==> src/rtl/core/ubv_pkg.sv <==
// Shared types and constants of the baud value calculator.
package ubv_pkg;

  localparam int unsigned BAUD_W   = 24;
  localparam int unsigned CLK_W    = 32;
  localparam int unsigned OVS_W    = 5;
  localparam int unsigned PROD_W   = BAUD_W + OVS_W;
  localparam int unsigned REM_W    = CLK_W + 1;
  localparam int unsigned VALUE_W  = 16;

  localparam logic [VALUE_W-1:0] BAUD_MAX = '1;

  // Data handed from cell to cell along the divider row.
  typedef struct packed {
    logic [REM_W-1:0] rem;
    logic [CLK_W-1:0] div;
    logic             err;
  } ubv_data_t;

endpackage

==> src/rtl/core/uart_baud_value_calculator.sv <==
// Top level of the fractional UART baud register calculator.
//
// Input stream (s_axis): one transfer per request, carrying the wanted baud
// rate, the reference clock in hertz and the oversampling count.
// Output stream (m_axis): one transfer per request, in request order, with
// the 16-bit baud register value 65536 * (1 - samples * baud / clock) and a
// range error flag. A zero clock, or samples * baud above the clock, gives
// the flag and a value of zero.
//
// The pipeline has one input stage that forms the product and the range
// check, FRACTION_BITS + 1 divider cells that each settle one quotient bit,
// and one output stage. Throughput is one request per cycle while the
// receiver takes results: the row of cells is a pipeline, each cell
// holding one request, so the rate is set by a single 33-bit trial
// subtract per cell.
//
// Reset clears every valid flag; the pipeline is empty afterwards.
// When the receiver stalls, each stage holds its request while free stages
// further up keep filling, so s_axis_tready falls only once every stage is
// occupied.
module uart_baud_value_calculator #(
  parameter int unsigned FRACTION_BITS = 32
) (
  input  logic        clk_i,
  input  logic        rst_ni,
  input  logic        s_axis_tvalid,
  output logic        s_axis_tready,
  // baud_rate [23:0], clock_hz [55:24], oversampling [60:56], zeros [63:61]
  input  logic [63:0] s_axis_tdata,
  output logic        m_axis_tvalid,
  input  logic        m_axis_tready,
  // baud_reg [15:0]
  output logic [15:0] m_axis_tdata,
  // range_error [0]
  output logic [0:0]  m_axis_tuser
);
  import ubv_pkg::*;

  localparam int unsigned NCELL = FRACTION_BITS + 1;
  localparam int unsigned QW    = FRACTION_BITS + 1;

  // Handshake and data between stages; index 0 is the input stage output.
  logic                 valid [NCELL+1];
  logic                 ready [NCELL+1];
  ubv_data_t            data  [NCELL+1];
  logic [QW-1:0]        quo   [NCELL+1];
  logic [VALUE_W-1:0]   value;
  logic                 err;

  ubv_front u_front (
    .clk_i   (clk_i),
    .rst_ni  (rst_ni),
    .valid_i (s_axis_tvalid),
    .ready_o (s_axis_tready),
    .baud_i  (s_axis_tdata[BAUD_W-1:0]),
    .clock_i (s_axis_tdata[BAUD_W+CLK_W-1:BAUD_W]),
    .ovs_i   (s_axis_tdata[BAUD_W+CLK_W+OVS_W-1:BAUD_W+CLK_W]),
    .valid_o (valid[0]),
    .ready_i (ready[0]),
    .data_o  (data[0])
  );

  // Quotient starts empty; each cell shifts in one bit, most significant first.
  assign quo[0] = '0;

  for (genvar i = 0; i < NCELL; i++) begin : g_cell
    ubv_cell #(
      .QW (QW)
    ) u_cell (
      .clk_i   (clk_i),
      .rst_ni  (rst_ni),
      .valid_i (valid[i]),
      .ready_o (ready[i]),
      .data_i  (data[i]),
      .quo_i   (quo[i]),
      .valid_o (valid[i+1]),
      .ready_i (ready[i+1]),
      .data_o  (data[i+1]),
      .quo_o   (quo[i+1])
    );
  end

  ubv_out #(
    .FRACTION_BITS (FRACTION_BITS)
  ) u_out (
    .clk_i   (clk_i),
    .rst_ni  (rst_ni),
    .valid_i (valid[NCELL]),
    .ready_o (ready[NCELL]),
    .quo_i   (quo[NCELL]),
    .err_i   (data[NCELL].err),
    .valid_o (m_axis_tvalid),
    .ready_i (m_axis_tready),
    .value_o (value),
    .err_o   (err)
  );

  assign m_axis_tdata    = value;
  assign m_axis_tuser[0] = err;

endmodule

==> src/rtl/core/ubv_front.sv <==
// Input stage: forms samples times baud and flags requests out of range.
module ubv_front (
  input  logic                     clk_i,
  input  logic                     rst_ni,
  input  logic                     valid_i,
  output logic                     ready_o,
  input  logic [ubv_pkg::BAUD_W-1:0] baud_i,
  input  logic [ubv_pkg::CLK_W-1:0]  clock_i,
  input  logic [ubv_pkg::OVS_W-1:0]  ovs_i,
  output logic                     valid_o,
  input  logic                     ready_i,
  output ubv_pkg::ubv_data_t       data_o
);
  import ubv_pkg::*;

  logic              valid_q;
  ubv_data_t         data_q, data_d;
  logic [PROD_W-1:0] prod;

  assign ready_o = !valid_q || ready_i;

  always_comb begin
    prod        = PROD_W'(ovs_i) * PROD_W'(baud_i);
    data_d.rem  = REM_W'(prod);
    data_d.div  = clock_i;
    data_d.err  = (clock_i == '0) || (CLK_W'(prod) > clock_i);
  end

  always_ff @(posedge clk_i or negedge rst_ni) begin
    if (!rst_ni) begin
      valid_q <= 1'b0;
    end else if (ready_o) begin
      valid_q <= valid_i;
    end
  end

  always_ff @(posedge clk_i) begin
    if (ready_o && valid_i) begin
      data_q <= data_d;
    end
  end

  assign valid_o = valid_q;
  assign data_o  = data_q;

endmodule

==> src/rtl/core/ubv_cell.sv <==
// One divider cell: trial subtract, keep one quotient bit, shift the remainder on.
module ubv_cell #(
  parameter int unsigned QW = 33
) (
  input  logic               clk_i,
  input  logic               rst_ni,
  input  logic               valid_i,
  output logic               ready_o,
  input  ubv_pkg::ubv_data_t data_i,
  input  logic [QW-1:0]      quo_i,
  output logic               valid_o,
  input  logic               ready_i,
  output ubv_pkg::ubv_data_t data_o,
  output logic [QW-1:0]      quo_o
);
  import ubv_pkg::*;

  logic             valid_q;
  ubv_data_t        data_q, data_d;
  logic [QW-1:0]    quo_q, quo_d;
  logic [REM_W:0]   diff;
  logic             take;
  logic [REM_W-1:0] kept;

  assign ready_o = !valid_q || ready_i;

  always_comb begin
    diff        = {1'b0, data_i.rem} - {2'b00, data_i.div};
    take        = !diff[REM_W];
    kept        = take ? diff[REM_W-1:0] : data_i.rem;
    // In range, the remainder is below the divisor, so the shift loses no bit.
    data_d.rem  = {kept[CLK_W-1:0], 1'b0};
    data_d.div  = data_i.div;
    data_d.err  = data_i.err;
    quo_d       = {quo_i[QW-2:0], take};
  end

  always_ff @(posedge clk_i or negedge rst_ni) begin
    if (!rst_ni) begin
      valid_q <= 1'b0;
    end else if (ready_o) begin
      valid_q <= valid_i;
    end
  end

  always_ff @(posedge clk_i) begin
    if (ready_o && valid_i) begin
      data_q <= data_d;
      quo_q  <= quo_d;
    end
  end

  assign valid_o = valid_q;
  assign data_o  = data_q;
  assign quo_o   = quo_q;

endmodule

==> src/rtl/core/ubv_out.sv <==
// Output stage: turns the quotient into the saturated baud register value.
module ubv_out #(
  parameter int unsigned FRACTION_BITS = 32
) (
  input  logic                        clk_i,
  input  logic                        rst_ni,
  input  logic                        valid_i,
  output logic                        ready_o,
  input  logic [FRACTION_BITS:0]      quo_i,
  input  logic                        err_i,
  output logic                        valid_o,
  input  logic                        ready_i,
  output logic [ubv_pkg::VALUE_W-1:0] value_o,
  output logic                        err_o
);
  import ubv_pkg::*;

  localparam logic [FRACTION_BITS:0] ONE = {1'b1, {FRACTION_BITS{1'b0}}};

  logic                   valid_q;
  logic [VALUE_W-1:0]     value_q, value_d;
  logic                   err_q;
  logic [FRACTION_BITS:0] scale;

  assign ready_o = !valid_q || ready_i;

  always_comb begin
    scale = ONE - quo_i;
    if (err_i) begin
      value_d = '0;
    end else if (scale[FRACTION_BITS]) begin
      value_d = BAUD_MAX;
    end else begin
      value_d = scale[FRACTION_BITS-1 -: VALUE_W];
    end
  end

  always_ff @(posedge clk_i or negedge rst_ni) begin
    if (!rst_ni) begin
      valid_q <= 1'b0;
    end else if (ready_o) begin
      valid_q <= valid_i;
    end
  end

  always_ff @(posedge clk_i) begin
    if (ready_o && valid_i) begin
      value_q <= value_d;
      err_q   <= err_i;
    end
  end

  assign valid_o = valid_q;
  assign value_o = value_q;
  assign err_o   = err_q;

endmodule

==> config.mk <==
export PLATFORM = sky130hd
export DESIGN_NAME = uart_baud_value_calculator
export DESIGN_NICKNAME = d
export VERILOG_FILES = /design/src/rtl/core/ubv_pkg.sv /design/src/rtl/core/uart_baud_value_calculator.sv /design/src/rtl/core/ubv_front.sv /design/src/rtl/core/ubv_cell.sv /design/src/rtl/core/ubv_out.sv
export SDC_FILE = /design/constraint.sdc
export NUM_CORES = 2
export LEC_CHECK = 0
export BUFFER_PORTS_ARGS = -buffer_cell sky130_fd_sc_hd__buf_2
export CAP_MARGIN = 10
export CORE_UTILIZATION = 40
export DETAILED_ROUTE_END_ITERATION = 10
export RECOVER_POWER = 100
export SETUP_SLACK_MARGIN = 0.2
export SYNTH_ARGS = -nofsm -noshare
export SYNTH_HDL_FRONTEND = slang
export SYNTH_SLANG_ARGS = --single-unit
==> constraint.sdc <==
create_clock -name clk_i -period 5.3 [get_ports clk_i]
set_input_delay 1.06 -clock clk_i [delete_from_list [all_inputs] [get_ports clk_i]]
set_output_delay 1.06 -clock clk_i [all_outputs]
set_load 0.02 [all_outputs]
* Word-level counts from Yosys, hierarchy flattened
Index checks and enable logic that the tools add are counted.
** Storage, ports and cells
- Memories :: 0
- Latch bits :: 0
- Input bits :: 68
- Memory bits (writable) :: 0
- Output and inout port bits :: 19
- Bits in registers :: 2756
- ROM bits :: 0
** Cells by class
- Magnitude comparators :: 1
- Multipliers :: 1
- Mux-type cells :: 33
- Bitwise gates (word level) :: 0
- Add/sub/neg operators :: 34
- Div/mod/pow operators :: 0
- Equal/unequal tests :: 0
- Reduce and logical (&&, ||, !) cells :: 140
- Shift-type cells :: 0
** Operator list (count)
- subtractor 33 x 32 -> 34 bit :: 32
- 2-to-1 mux 32 bit :: 31
- logical NOT 1 bit :: 68
- logical OR 1 bit :: 36
- logical AND 1 bit :: 35
- subtractor 29 x 32 -> 33 bit :: 1
- subtractor 33 bit (first input constant) :: 1
- > comparator 29 x 32 -> 1 bit :: 1
- logical NOT 32 bit :: 1
- multiplier 5 x 24 -> 29 bit :: 1
- 2-to-1 mux 29 bit :: 1
- 2-to-1 mux 16 bit :: 1

* Logic depth before layout (Yosys ltp)
- Depth in word-level cells :: 37
- Depth in mapped cells :: 28

* By module
Synthesis repeated with hierarchy kept, for this count alone.
** Unflattened totals
- Cells, all modules :: 15268
- Area, all modules :: 183930.2 um^2
** Modules (own cells, without submodules)
- ubv_cell (g_cell[0].u_cell ...) :: area each 5418.9 um^2, cells each 425, sequential area each 2967.8 um^2, instances 15
- ubv_cell (g_cell[27].u_cell ...) :: area each 5227.5 um^2, cells each 460, sequential area each 2967.8 um^2, instances 13
- ubv_cell (g_cell[11].u_cell ...) :: area each 5417.7 um^2, cells each 422, sequential area each 2967.8 um^2, instances 4
- ubv_front :: area each 6686.4 um^2, cells each 683, sequential area each 1886.8 um^2, instances 1
- ubv_cell (g_cell[9].u_cell) :: area each 5232.5 um^2, cells each 452, sequential area each 2967.8 um^2, instances 1
- ubv_out :: area each 1094.8 um^2, cells each 89, sequential area each 535.5 um^2, instances 1
- uart_baud_value_calculator :: area each 3.8 um^2, cells each 1, sequential area each 0.0 um^2, instances 1

* Least setup slack after synthesis
No wires, ideal clock.
- Kind :: input to register
- Start :: in m_axis_tready
- End :: reg g_cell[19].u_cell.data_q, in the netlist g_cell[19].u_cell.data_o[0], enable pin
- Cell stages on the path :: 6
- Library setup time :: 579 ps
- Path buffers :: 0
- Slack :: -1229 ps
- Required time :: 4721 ps
- Data arrival time :: 5950 ps
- Path through :: nand4b_1 -> inv_1 -> and3_1 -> nand3_1 -> nor2_1 -> a31oi_1
** Between the ends
- Word-level cells in the longest chain between the ends :: 16
** Ends and longest elaborated chain
- from (decl) :: line uart_baud_value_calculator.sv:31 : input logic m_axis_tready,
- logical OR 1 bit :: line ubv_out.sv:25 : assign ready_o = !valid_q || ready_i;
- logical OR 1 bit (14 in series) :: line ubv_cell.sv:25 : assign ready_o = !valid_q || ready_i;
- logical AND 1 bit :: line ubv_cell.sv:47 : if (ready_o && valid_i) begin
- to (signal assigned) :: line ubv_cell.sv:48 : data_q <= data_d;
- to (decl) :: line ubv_cell.sv:19 : ubv_data_t data_q, data_d;
Every way passes these cells.
A chain may end at the register's enable or synchronous reset.

==> flow_summary.json <==
{
  "p_seq_frac": 0.358,
  "num_rows": 224,
  "dieWidth_um": 613,
  "p_clk_frac": 0.222,
  "cts_max_level": 5,
  "intPower_mw": 62.2,
  "yosys_warnings": 0,
  "synth_edf_count": 2721,
  "drcViolationCount": 0,
  "min_period_ns": 5.74,
  "synth_xor_area_frac": 0.0462,
  "reg2reg_from": "u_out.valid_o",
  "grt_pass1_vias": 98200,
  "utilization": 0.453,
  "rr_endpoint": "g_cell[30].u_cell.data_o[65]",
  "worst_pin_slew_ns": 3.35,
  "die-height_um": 613,
  "slew_viol_final": 693,
  "worst-r2r-setup-slack_ns": 0.49,
  "place_ws_ns": -1.71,
  "syn-num-nets": 14300,
  "place_hpwl_mm": 236,
  "synth_top_family_by_area": "compound AO/OA/AOI/OAI gates",
  "syn2layout_area_growth_pct": 12.7,
  "grt_first_pass_wirelength_mm": 488,
  "drt-met1-wl_mm": 106,
  "hp-class": "input port to flip-flop",
  "drt_wl_total_mm": 303,
  "dieArea_mm2": 0.376,
  "power_per_cell_area_mw_per_mm2": 571,
  "vias": 96000,
  "root_buffer": "clkbuf_16",
  "io_pins": 87,
  "crit_arrival_ns": 6.36,
  "slowest_delay_ns": 0.54,
  "start_kind": "input port",
  "synth-simple-area-share": 0.0963,
  "cts.path.max_buffers": 4,
  "drt-initial-drc-count": 4194,
  "wl_met3_mm": 8.22,
  "synth_fa_ha_area_frac": 0.104,
  "whs_path_depth": 2,
  "hp-start": "s_axis_tvalid",
  "slowest_stage": "fa_1",
  "leakagePower_nw": 68.1,
  "clk_latency_ns": 0.91,
  "drive_above_1_share": 0.0854,
  "hold_buffers": 0,
  "cts_buffers": 311,
  "hold_path_end": "u_front.valid_o",
  "syn_avg_cell_area_um2": 11.5,
  "synth_top_cell_by_area": "edfxtp_1",
  "muxShareOfSynthArea": 0.0201,
  "hold_viol": 0,
  "ys_types": 98,
  "switching_power_mw": 34.0,
  "portBuffers": 83,
  "synth_top_cells_by_area": "edfxtp_1, ha_1, o21ai_0",
  "ys_seq_area_frac": 0.553,
  "worst_r2r_path_depth": 5,
  "avgViaCountPerCell": 5.13,
  "total_power_mw": 96.2,
  "cts_tree": "built",
  "route.detailed.wl_per_inst_um": 16.2,
  "switching_share": 0.353,
  "report.final.setup_viol": 2,
  "holdWs_ns": 0.367,
  "setup_slack_ns": -0.442,
  "place.gp.congestion": 0.866,
  "antenna_found_initial": 1,
  "rsz0062_at_grt": "true",
  "route.met2.wl_mm": 173,
  "synth-seq-cells": 2756,
  "antenna_left": 0,
  "yosysTopAreaCellShare": 0.547,
  "combPwrFrac": 0.420,
  "async_flop_share": 0.0127,
  "crit_top_cell": "buf_4",
  "start_util": 0.402,
  "grt_overflow": 0,
  "ys.flop_type": "edfxtp_1",
  "cts.sinks": 2756,
  "n_fill_cell": 34100,
  "syn_inst": 13000,
  "fmax_mhz": 174,
  "relSlewSlack": -1.23,
  "status": "finished with violations",
  "period_share": 1.08,
  "clk_pin_slew_worst_paths_ns": 0.05,
  "coreArea_mm2": 0.372,
  "end_kind": "flip-flop",
  "grt_max_degree": 92,
  "maxCapViolCount": 15,
  "highest_layer": "met4",
  "violations": "capacitance limit, slew limit, setup timing",
  "mostFrequentLayoutCells": "edfxtp_1, inv_1, ha_1",
  "final_common_cell": "edfxtp_1",
  "worstSetupPathType": "input port to flip-flop",
  "grt_use_total": 0.159,
  "synth-compound-area-share": 0.140,
  "skew_ns": 0.0565,
  "nNetsFinal": 14700,
  "cp_max_fo": 6,
  "ir_worst_vdd_uv": 289,
  "firstDrtPassIters": 7,
  "worstPathRequired_ns": 5.92,
  "netlist_area_mm2": 0.149
}
sequential cells by signal, summed over array words and instances, names as in the netlist:
signal and cells:
g_cell.u_cell.data_o 2081, g_cell.u_cell.quo_o 561, g_cell.u_cell.valid_o 33, u_front.data_o 62, u_front.valid_o 1, u_out.err_o 1, u_out.valid_o 1, u_out.value_o 16
area by class of cell:
cell class	instances	area, µm²	share of cell area
diodes	5	12.5	0.0000743
clock buffers	389	8250	0.0490
clock inverters	172	1830	0.0108
inverters	1386	5200	0.0309
multi-input cells	8650	61300	0.364
flip-flops and latches	2756	82600	0.490
well taps	4972	6220	0.0369
repair buffers	377	2950	0.0175
stage by stage:
step | area [µm²] | cells | TNS, ns
after global routing | 168000 | 18700 | -1.34
after global placement | 158000 | 18100 | -4.12
final | 168000 | 18700 | -0.527
after CTS | 168000 | 18700 | -0.579
after detailed placement | 158000 | 18100 | -3.95
after floorplan | 150000 | 13000 | -0.863
critical path, delay by kind of cell:
kind / cells / cell delay (ns)
adder cells (fa/ha/maj): 5 / 2.13
XOR/XNOR: 1 / 0.13
buffers and inverters: 7 / 0.77
AND/OR/NAND/NOR: 6 / 0.70
AO/OA/AOI/OAI: 10 / 1.58
synth_stat cells (all sizes together) (51+ instances only):
cell type	n
a211oi	98
a21o	378
a21oi	897
a31oi	84
and2	129
and3	88
buf	51
clkbuf	166
edfxtp	2721
fa	98
ha	1087
inv	1385
mux2	253
nand2	1053
nand2b	257
nand3	136
nand4	80
nor2	678
nor2b	201
nor3	198
o211ai	53
o21a	228
o21ai	1057
o21bai	95
o31ai	114
or3	64
xnor2	444
xor2	344
cell families after synthesis:
family	after synthesis
AO/OA/AOI/OAI	3377
XOR/XNOR	788
AND/OR/NAND/NOR	3031
adder cells (fa/ha/maj)	1185
multiplexers	268
buffers and inverters	1603
flip-flops	2756
other	1
power by group through the flow:
stage                     logic (mW)  registers (mW)  clock network (mW)
after floorplan                 30.8            33.7                   0
after global placement          39.8            34.7                   0
after detailed placement        40.2            34.8                   0
after CTS                       40.5            34.4                22.0
after global routing            45.3            34.9                22.7
final                           40.4            34.4                21.4
repair_timing:
action                                  CTS  global route
pin swaps                                23            38
gates resized for setup                  24            38
buffers inserted                          8            13
hold endpoints to repair                  0             0
gates cloned                              0             0
endpoints found under the setup margin    2             2
how the worst max path moves through the flow:
stage | end | startpoint | depth (start not counted)
6_report | u_front.data_o[0] | s_axis_tdata[60] | 29
3_5_place_dp | u_front.data_o[0] | s_axis_tdata[58] | 27
2_1_floorplan | u_front.data_o[0] | s_axis_tdata[58] | 25
5_1_grt | u_front.data_o[0] | s_axis_tdata[60] | 28
3_3_place_gp | u_front.data_o[0] | s_axis_tdata[58] | 27
4_1_cts | u_front.data_o[0] | s_axis_tdata[59] | 27
routing by layer:
| layer | GRT usage | up-vias |
|---|---|---|
| met5 | 0 | - |
| met4 | 0.0800 | 0 |
| met3 | 0.0181 | 783 |
| met2 | 0.335 | 1357 |
| met1 | 0.146 | 45600 |
| li1 | - | 48300 |
(Power assumes the default switching activity.)
